### config.mk
export PLATFORM = sky130hd
export DESIGN_NAME = tce_walker
export DESIGN_NICKNAME = d
export VERILOG_FILES = /design/src/design/text_console_engine_assert.svh /design/src/design/tce_pkg.sv /design/src/design/tce_walker.sv
export SDC_FILE = /design/constraint.sdc
export NUM_CORES = 1
export LEC_CHECK = 0
export ABC_AREA = 1
export BUFFER_PORTS_ARGS = -buffer_cell sky130_fd_sc_hd__buf_4
export CAP_MARGIN = 10
export CELL_PAD_IN_SITES_DETAIL_PLACEMENT = 0
export CELL_PAD_IN_SITES_GLOBAL_PLACEMENT = 1
export CORE_MARGIN = 5
export CORE_UTILIZATION = 38
export DETAILED_ROUTE_END_ITERATION = 6
export PLACE_DENSITY = 0.93
export SLEW_MARGIN = 20
export SYNTH_ARGS = -nofsm -noshare
export SYNTH_HDL_FRONTEND = slang
export SYNTH_SLANG_ARGS = --single-unit
### constraint.sdc
create_clock -name aclk -period 3.1 [get_ports aclk]
set_input_delay 0.62 -clock aclk [delete_from_list [all_inputs] [get_ports aclk]]
set_output_delay 0.62 -clock aclk [all_outputs]
set_load 0.005 [all_outputs]
### src/design/text_console_engine_assert.svh
// Assertion macros shared by the text console engine RTL
`ifndef TEXT_CONSOLE_ENGINE_ASSERT_SVH
`define TEXT_CONSOLE_ENGINE_ASSERT_SVH

// consequent checked in the same cycle as the antecedent
`define TCE_ASSERT_NOW(lbl, clk, rstn, ante, cons, msg) \
    lbl: assert property (@(posedge clk) disable iff (!rstn) (ante) |-> (cons)) \
        else $error(msg);

// consequent checked in the cycle after the antecedent
`define TCE_ASSERT_NEXT(lbl, clk, rstn, ante, cons, msg) \
    lbl: assert property (@(posedge clk) disable iff (!rstn) (ante) |=> (cons)) \
        else $error(msg);

`endif

### src/design/tce_pkg.sv
// Types and constants of the text console engine
package tce_pkg;

    localparam int CHAR_W  = 8;
    localparam int ATTR_W  = 8;
    localparam int COLOR_W = 4;
    localparam int XCUR_W  = 7;
    localparam int YCUR_W  = 6;
    localparam int COLS_W  = 8;
    localparam int ROWS_W  = 7;
    localparam int CFG_W   = 8;
    localparam int IDX_W   = 1;
    localparam int CELL_W  = CHAR_W + ATTR_W;

    typedef enum logic [2:0] {
        OP_PRINT      = 3'd0,
        OP_BACKSPACE  = 3'd1,
        OP_CLEAR      = 3'd2,
        OP_PUT        = 3'd3,
        OP_SET_CURSOR = 3'd4,
        OP_SET_COLORS = 3'd5,
        OP_READ       = 3'd6
    } op_t;

    localparam logic [IDX_W-1:0] REG_COLUMNS = 1'b0;
    localparam logic [IDX_W-1:0] REG_ROWS    = 1'b1;

    localparam logic [CHAR_W-1:0]  CH_BLANK = 8'h20;
    localparam logic [CHAR_W-1:0]  CH_CR    = 8'h0D;
    localparam logic [CHAR_W-1:0]  CH_LF    = 8'h0A;

    localparam logic [COLOR_W-1:0] DEFAULT_FORE = 4'd7;
    localparam logic [COLOR_W-1:0] DEFAULT_BACK = 4'd0;
    localparam logic [COLS_W-1:0]  RESET_COLUMNS = 8'd80;
    localparam logic [ROWS_W-1:0]  RESET_ROWS    = 7'd30;

    typedef struct packed {
        logic [2:0]         operation;
        logic [CHAR_W-1:0]  char_code;
        logic [XCUR_W-1:0]  column;
        logic [YCUR_W-1:0]  row;
        logic [COLOR_W-1:0] fore_color;
        logic [COLOR_W-1:0] back_color;
    } cmd_t;

    typedef struct packed {
        logic [XCUR_W-1:0]  cursor_column;
        logic [YCUR_W-1:0]  cursor_row;
        logic [CHAR_W-1:0]  cell_char;
        logic [ATTR_W-1:0]  cell_attr;
    } rsp_t;

    // raster walker control
    typedef struct packed {
        logic start;
        logic step;
    } walk_ctl_t;

endpackage

### src/design/tce_walker.sv
// Raster counter that steps over a block of rows and columns of the cell store
module tce_walker #(
    parameter int CW = 7,
    parameter int RW = 6
) (
    input  logic                aclk,
    input  logic                aresetn,
    input  tce_pkg::walk_ctl_t  ctl,
    input  logic [RW-1:0]       first_row,
    input  logic [RW-1:0]       last_row,
    input  logic [CW-1:0]       end_col,
    output logic [CW-1:0]       pos_col,
    output logic [RW-1:0]       pos_row,
    output logic                done
);

    logic [CW-1:0] col_reg, col_next;
    logic [RW-1:0] row_reg, row_next;
    logic [RW-1:0] last_row_reg, last_row_next;
    logic [CW-1:0] end_col_reg, end_col_next;

    assign pos_col = col_reg;
    assign pos_row = row_reg;
    assign done    = (row_reg == last_row_reg) && (col_reg == end_col_reg);

    always_comb begin
        col_next      = col_reg;
        row_next      = row_reg;
        last_row_next = last_row_reg;
        end_col_next  = end_col_reg;
        if (ctl.start) begin
            col_next      = '0;
            row_next      = first_row;
            last_row_next = last_row;
            end_col_next  = end_col;
        end else if (ctl.step) begin
            if (col_reg == end_col_reg) begin
                col_next = '0;
                row_next = row_reg + RW'(1);
            end else begin
                col_next = col_reg + CW'(1);
            end
        end
    end

    always_ff @(posedge aclk) begin
        if (!aresetn) begin
            col_reg      <= '0;
            row_reg      <= '0;
            last_row_reg <= '0;
            end_col_reg  <= '0;
        end else begin
            col_reg      <= col_next;
            row_reg      <= row_next;
            last_row_reg <= last_row_next;
            end_col_reg  <= end_col_next;
        end
    end

endmodule

==> results of run 1 <==
[worst max-delay path, delay by kind of cell, from the launching register on]
| family | cells | cell delay, ns |
|---|---|---|
| flip-flops | 1 | 0.49 |
| AND/OR/NAND/NOR | 3 | 0.45 |
| XOR/XNOR | 1 | 0.15 |
| buffers and inverters | 1 | 0.15 |
[final cells by class]
| class | count | area share |
|---|---|---|
| clock buffer | 3 | 0.0137 |
| timing repair buffer | 36 | 0.164 |
| multi-input combinational | 136 | 0.426 |
| sequential | 26 | 0.316 |
| tap | 46 | 0.0350 |
| clock inverter | 1 | 0.0182 |
| inverter | 12 | 0.0274 |
[metal layers]
metal | track usage | up-vias | routed length (µm)
met3 | 0.0263 | 2 | 119
met4 | 0.0298 | 0 | 10
li1 | - | 644 | -
met2 | 0.217 | 21 | 1310
met1 | 0.179 | 509 | 1450
met5 | 0 | - | 0
[cells in the mapped netlist, drive strengths merged, types with 2 or more instances]
master / instances / area [µm²]
dfxtp: 26 / 521
a21oi: 6 / 30.0
nand4: 2 / 12.5
nor2: 45 / 174
inv: 12 / 45.1
nor3: 6 / 30.0
xnor2: 9 / 78.8
xor2: 5 / 43.8
o21ai: 19 / 95.1
buf: 3 / 13.8
nand3: 11 / 67.6
clkbuf: 3 / 11.3
nand2: 27 / 111
ha: 2 / 25.0
[power by group through the flow]
stage / sequential, mW / combinational [mW] / clock (mW)
after floorplan: 0.373 / 0.0759 / 0
after global placement: 0.379 / 0.118 / 0
after detailed placement: 0.380 / 0.119 / 0
after CTS: 0.372 / 0.120 / 0.239
after global routing: 0.376 / 0.135 / 0.251
final: 0.372 / 0.118 / 0.233
[logic make-up (layout without fill, tap and decap cells)]
group,Yosys count,count (layout),share of synthesized area
compound gates,27,27,0.109
xor+xnor,14,14,0.0950
fa+ha+maj,2,2,0.0194
buf+inv,18,52,0.0543
flops,26,26,0.403
mux,1,1,0.00775
simple gates,92,92,0.312
[worst max-delay path by stage]
stage	from	to	slack, ns	cells past startpoint
floorplan	pos_row[3]	done	1.48	4
global placement	pos_col[1]	done	1.29	5
detailed placement	pos_col[1]	done	1.27	5
CTS	pos_col[1]	done	0.88	5
global route	pos_col[2]	done	0.79	5
finish	pos_col[1]	done	0.92	5
[through the flow]
| stage | setup slack (ns) | hold WS, ns | utilization | cells |
|---|---|---|---|---|
| 2_1_floorplan | 1.48 | 0.448 | - | 180 |
| 4_1_cts | 0.881 | 0.489 | 0.497 | 260 |
| 3_3_place_gp | 1.29 | 0.463 | 0.481 | 256 |
| 5_1_grt | 0.794 | 0.505 | 0.497 | 260 |
| 3_5_place_dp | 1.27 | 0.469 | 0.481 | 256 |
| 6_report | 0.920 | 0.485 | 0.497 | 260 |
==> summary.txt, run 1 <==
Status
  – Outcome: finished clean

Detailed routing
  – Detail Route Antenna Nets: 0
  – Drt pass-1 iters: 4
  – Via/cell ratio: 4.52
  – DRC: 0
  – Vias: 1176
  – WL final: 2890 µm
  – WL per Instance: 11.1 µm
  – DRT iter0 DRCs: 104

Setup path
  – CP max FO: 6
  – Setup crit end kind: output pin
  – Worst R2R Setup Slack: 1.71 ns
  – Slowest cell on crit path: dfxtp_1
  – R2R cell count: 6
  – Crit-path cells: xnor2_1 -> nand2_1 -> nor2_2 -> nor3b_1 -> buf_4
  – CP arrival: 1.56 ns
  – CP startpoint kind: flip-flop
  – Worst path required time: between 2 and 2.5 ns
  – Crit-path max cell delay: 0.49 ns
  – Worst R2R Start: pos_col[1]
  – Critical path class: flip-flop to output pin
  – Reg2reg end: pos_col[6]

CTS
  – Number of setup buffers added after CTS: 0
  – Worst skew pair latency: 0.32 ns
  – Clock buffer depth: 2
  – TritonCTS Buffers: 3
  – Cts repair resizes: 0
  – CTS tree: built
  – Clock Tree Root: clkbuf_4
  – Hold Buf Count CTS: 0
  – CTS sink cnt: 26
  – Worst-path clk slew: 0.15 ns
  – H-tree level count: 1

Power
  – Gate power share: 0.163
  – Overall Power: between 0.7 and 0.8 mW
  – Sw Share: 0.248
  – Reg power frac: 0.515
  – Max IR drop VDD: 0.215 mV
  – Static Leakage: 0.756 nW
  – NetSw: ~0.18 mW
  – P_int: 0.543 mW
  – Clk pwr share: 0.322
  – Pwr dens: 439 nW/µm²

STA
  – Least-Margin Pin Slew: 0.463 ns
  – Setup TNS: 0 ns
  – Max frequency: 459 MHz
  – Clock Skew: ~0.011 ns
  – Final Hold Viols: 0
  – Tmin final: between 2 and 2.5 ns
  – RSZ-0062 raised after global routing: false
  – Fin crit share: 0.703
  – Final-report max-slew violation count: 0
  – Worst slew margin: 0.691
  – Final setup vio count: 0

Placed design
  – Post-Place Cell Area: roughly 1600 µm²
  – Post-DP HPWL: 2140 µm
  – # port buffers: 36
  – RD Place Congestion: between 0.8 and 0.9

Yosys
  – Synthesized area: 1290 µm²
  – Syn Area/Cell: 7.17 µm²
  – Synth cell types: 25
  – Count of flip-flops with a built-in enable after synthesis: 0
  – Synth warn: 0
  – Post-synthesis sequential area ratio: 0.403
  – FFs w/ async S/R, synth: 0
  – Flops & latches, synth: 26
  – Cells after Synth: 180
  – Syn Nets: about 210
  – Ys flop type: dfxtp_1

Floorplanning
  – Die area: between 4000 and 5000 µm²
  – I/O pins: 37
  – Die width: 68.3 µm
  – Die height: 68.3 µm
  – Initial core utilization: 0.390
  – Core Area: 3310 µm²
  – # rows: 21

Worst hold path
  – Worst hold stages: 2
  – Hold EP: end_col_reg[3]
  – Start point of the worst hold path: end_col_reg[3]
  – Worst min path class: flip-flop to flip-flop

Cells and area
  – # diodes: 0
  – Register Area: 520 µm²
  – Area delta synth->final: 27.5%
  – Commonest non-fill, non-tap cell in the layout: nor2_1
  – Commonest non-fill, non-tap cells in the layout: nor2_1, buf_4, dfxtp_1, nand2_1, o21ai_0
  – # nets final: 240
  – FILL cells: 359
  – Final instance area: 1650 µm²
  – Multi-input gate area: 701 µm²
  – Layout cells sized above 1: 0.224

Global route
  – Largest net degree at the start of global routing: 28
  – Vias in the first global route: 1106
  – Total gr overflow: 0
  – First-pass GRT wire length: approximately 4800 µm
  – Initial antenna violation count: 0
  – Total Routing Usage GR: 0.132

Flow run
  – Max-cap violations: 0
(Power assumes the default switching activity.)
==> inputs of run 2 (changes only) <==
CORE_UTILIZATION = 32   (was 38)
PLACE_DENSITY = 0.85   (was 0.93)
clock period = 2 ns   (was 3.1 ns; I/O delays follow)
==> summary.txt, run 2 (synthesis results as in run 1) <==
Placed design
  – # port buffers: 36
  – RD Place Congestion: 0.803
  – Post-DP HPWL: ~2300 µm
  – Post-Place Cell Area: 1610 µm²
  – Placement Setup Slack: 0.390 ns

CTS
  – CTS sink cnt: 26
  – CTS tree: built
  – H-tree level count: 1
  – Worst skew pair latency: 0.27 ns
  – TritonCTS Buffers: 3
  – Clock Tree Root: clkbuf_8
  – Hold Buf Count CTS: 0
  – Clock buffer depth: 2
  – Worst-path clk slew: roughly 0.09 ns

Cells and area
  – Multi-input gate area: 706 µm²
  – # nets final: roughly 240
  – # diodes: 0
  – Register Area: about 520 µm²
  – Layout cells sized above 1: 0.241
  – Commonest non-fill, non-tap cells in the layout: nor2_1, buf_4, nand2_1, dfxtp_1, o21ai_0
  – Core Util, Final: 0.429
  – FILL cells: 405
  – Area delta synth->final: 31.0%
  – Final instance area: between 1500 and 2000 µm²
  – Commonest non-fill, non-tap cell in the layout: nor2_1

STA
  – RSZ-0062 raised after global routing: false
  – Tmin final: about 1.8 ns
  – Clock Skew: about 0.0041 ns
  – Setup TNS: 0 ns
  – Worst slew margin: 0.696
  – Final-report max-slew violation count: 0
  – Fin crit share: 0.924
  – Fin worst setup slack: 0.153 ns
  – Final Hold Viols: 0
  – Final setup vio count: 0
  – Max frequency: roughly 540 MHz
  – Least-Margin Pin Slew: between 0.4 and 0.5 ns

Floorplanning
  – Die height: 73.5 µm
  – Die area: 5410 µm²
  – I/O pins: 37
  – Die width: 73.5 µm
  – # rows: 23
  – Initial core utilization: 0.328
  – Core Area: roughly 3900 µm²

Setup path
  – Worst path required time: 1.60 ns
  – Critical path startpoint: pos_col[2]
  – Setup crit end kind: output pin
  – Reg2reg end: pos_col[6]
  – Critical path class: flip-flop to output pin
  – CP max FO: 6
  – CP startpoint kind: flip-flop
  – Worst R2R Start: pos_col[1]
  – R2R cell count: 6
  – Worst R2R Setup Slack: 0.61 ns
  – CP arrival: 1.45 ns

Detailed routing
  – Vias: 1225
  – DRT iter0 DRCs: 55
  – Detail Route Antenna Nets: 0
  – WL final: 3080 µm
  – Met2 routed WL: about 1400 µm
  – WL per Instance: about 12 µm
  – Max Used Layer: met4
  – DRC: 0
  – Via/cell ratio: between 4 and 5
  – M1 WL: 1480 µm
  – Met3 WL post-DR: 133 µm
  – Drt pass-1 iters: 4

Worst hold path
  – Hold EP: last_row_reg[1]
  – Start point of the worst hold path: last_row[1]
  – Worst min path class: input pin to flip-flop
  – Worst hold stages: 3

Flow run
  – Max-cap violations: 0

Status
  – Outcome: finished clean

Power
  – Max IR drop VDD: 0.277 mV
  – Static Leakage: 0.775 nW
  – Overall Power: ~1.2 mW
  – Pwr dens: 711 nW/µm²

Global route
  – Vias in the first global route: between 1000 and 1500
  – First-pass GRT wire length: slightly above 5000 µm
  – Total Routing Usage GR: 0.122
  – Largest net degree at the start of global routing: 28
  – Total gr overflow: 0
  – Initial antenna violation count: 0
==> run 2: worst max-delay path by stage <==
stage | to | slack (ns) | cells after the start
2_1_floorplan | done | 0.60 | 4
3_3_place_gp | done | 0.39 | 5
3_5_place_dp | done | 0.39 | 5
4_1_cts | done | 0.07 | 5
5_1_grt | done | 0.01 | 6
6_report | done | 0.15 | 5
==> run 2: what timing repair did <==
action                     CTS  global route
setup endpoints to repair    0             1
gates resized for setup      0             2
setup buffers                0             0
==> run 2: routing by layer <==
metal	vias up	GRT usage
met4	0	0.0503
met3	4	0.0233
met2	21	0.194
met5	-	0
li1	650	-
met1	550	0.162
==> run 2: cell type report <==
| type | count | share of cell area |
|---|---|---|
| flip-flops and latches | 26 | 0.308 |
| clock buffers | 3 | 0.0244 |
| inverters | 12 | 0.0266 |
| multi-input cells | 136 | 0.417 |
| well taps | 50 | 0.0370 |
| repair buffers | 38 | 0.169 |
| clock inverters | 1 | 0.0178 |
==> run 2: report_power, final <==
group | switching (mW) | total [mW] | internal (mW) | leakage (nW)
Sequential | 0.0259 | 0.573 | 0.547 | 0.215
Combinational | 0.0980 | 0.195 | 0.0971 | 0.525
Clock | 0.167 | 0.435 | 0.268 | 0.0357
Total | 0.291 | 1.20 | 0.912 | 0.775
==> run 2: critical path, stage by stage (launching register included) <==
cell,delay (ns)
dfxtp_1,0.45
xnor2_1,0.15
nand2_1,0.08
nor2_2,0.16
nor3b_2,0.20
buf_4,0.14
==> run 2: stage by stage <==
stage / hold slack (ns) / std cells
floorplan: 0.448 / 180
global placement: 0.457 / 262
detailed placement: 0.461 / 262
CTS: 0.346 / 266
global route: 0.343 / 266
finish: 0.344 / 266
==> inputs of run 3 (changes only) <==
CORE_UTILIZATION = 35   (was 32)
PLACE_DENSITY = 0.88   (was 0.85)
SLEW_MARGIN = default   (was 20)
clock period = 2.02 ns   (was 2 ns; I/O delays follow)
==> summary.txt, run 3 (synthesis results as in run 1) <==
Cells and area
  – Commonest non-fill, non-tap cells in the layout: nor2_1, buf_4, dfxtp_1, nand2_1, o21ai_0
  – Area delta synth->final: 30.1%
  – # diodes: 0
  – Final instance area: roughly 1700 µm²
  – Finished Layout Cells: 263
  – # nets final: about 240
  – Layout cells sized above 1: 0.233
  – Commonest non-fill, non-tap cell in the layout: nor2_1

Placed design
  – Placed insts: 259
  – Post-DP HPWL: between 2000 and 2500 µm
  – Post-Place Cell Area: 1600 µm²
  – RD Place Congestion: between 0.7 and 0.8
  – # port buffers: 36

Global route
  – Vias in the first global route: 1113
  – Total gr overflow: 0
  – Largest net degree at the start of global routing: 28
  – Initial antenna violation count: 0
  – Total Routing Usage GR: 0.120
  – First-pass GRT wire length: 4970 µm

Detailed routing
  – DRT iter0 DRCs: 39
  – Drt pass-1 iters: 4
  – WL final: slightly below 3000 µm
  – Vias: 1173
  – Via/cell ratio: 4.46
  – DRC: 0
  – Detail Route Antenna Nets: 0
  – WL per Instance: 11.0 µm

Power
  – Max IR drop VDD: 0.252 mV
  – Overall Power: approximately 1.2 mW
  – Static Leakage: 0.770 nW
  – Pwr dens: 704 nW/µm²

STA
  – Least-Margin Pin Slew: 0.449 ns
  – Final-report max-slew violation count: 0
  – RSZ-0062 raised after global routing: false
  – Hold WS: around 0.36 ns
  – Worst slew margin: 0.700
  – Final setup vio count: 0
  – Max frequency: around 550 MHz
  – Setup TNS: 0 ns
  – Tmin final: 1.81 ns
  – Fin crit share: 0.894
  – Clock Skew: 0.00432 ns
  – Final Hold Viols: 0

Setup path
  – CP arrival: 1.40 ns
  – CP max FO: 6
  – R2R cell count: 6
  – Setup crit end kind: output pin
  – Worst R2R Start: pos_col[1]
  – Critical path startpoint: pos_col[2]
  – CP startpoint kind: flip-flop
  – Worst path required time: between 1.5 and 2 ns
  – Critical path class: flip-flop to output pin

CTS
  – CTS sink cnt: 26
  – Number of setup buffers added after CTS: 0
  – Worst skew pair latency: 0.27 ns
  – Clock buffer depth: 2
  – H-tree level count: 1
  – Clock Tree Root: clkbuf_8
  – CTS tree: built
  – Worst-path clk slew: 0.09 ns
  – TritonCTS Buffers: 3

Floorplanning
  – I/O pins: 37
  – Initial core utilization: 0.358
  – # rows: 22
  – Core Area: 3610 µm²
  – Die width: just over 70 µm
  – Die area: 5000 µm²
  – Die height: ~71 µm

Worst hold path
  – Start point of the worst hold path: end_col[2]
  – Worst min path class: input pin to flip-flop
  – Worst hold stages: 3

Flow run
  – Max-cap violations: 0

Status
  – Outcome: finished clean
run 3: changes by cell type in the layout (fill, tap and decap cells not counted), sizes merged:
| cell | previous run | this run |
|---|---|---|
| buf | 38 | 37 |
run 3: layout make-up:
| cell class | count | area (µm²) |
|---|---|---|
| Inverter | 12 | 45.0 |
| Sequential cell | 26 | 520 |
| Tap cell | 48 | 60.1 |
| Clock buffer | 3 | 41.3 |
| Clock inverter | 1 | 30.0 |
| Multi-Input combinational cell | 136 | 706 |
| Fill cell | 370 | 1930 |
| Timing Repair Buffer | 37 | 278 |
run 3: worst max-delay path, cell delays in order (launching register included):
cell     delay [ns]
dfxtp_1        0.43
xnor2_1        0.14
nand2_1        0.07
nor2_2         0.16
nor3b_2        0.19
buf_4          0.13
run 3: timing repair:
action,CTS,global route
hold buffers,0,0
resized for setup,0,1
hold endpoints to repair,0,0
endpoints found under the setup margin,0,1
run 3: final timing paths:
| kind | endpoint | slack, ns |
|---|---|---|
| worst min register to register | end_col_reg[5] | 0.48 |
| worst max register to register | pos_col[6] | 0.68 |
| worst max-delay path | done | 0.21 |
| worst min-delay path | end_col_reg[2] | 0.36 |
run 3: metrics by stage:
stage,setup slack [ns],util
after floorplan,0.620,-
after global placement,0.446,0.445
after detailed placement,0.431,0.445
after CTS,0.110,0.465
after global routing,0.0575,0.466
final,0.214,0.466
run 3: power breakdown:
part           internal [mW]  switching [mW]
sequential             0.541          0.0276
combinational         0.0940          0.0935
clock                  0.265           0.161
run 3: routing by layer:
metal	vias up	wire, µm	track usage
met5	-	0	0
met4	0	34	0.0501
met3	2	118	0.0241
met2	17	1380	0.198
met1	504	1370	0.154
li1	650	-	-
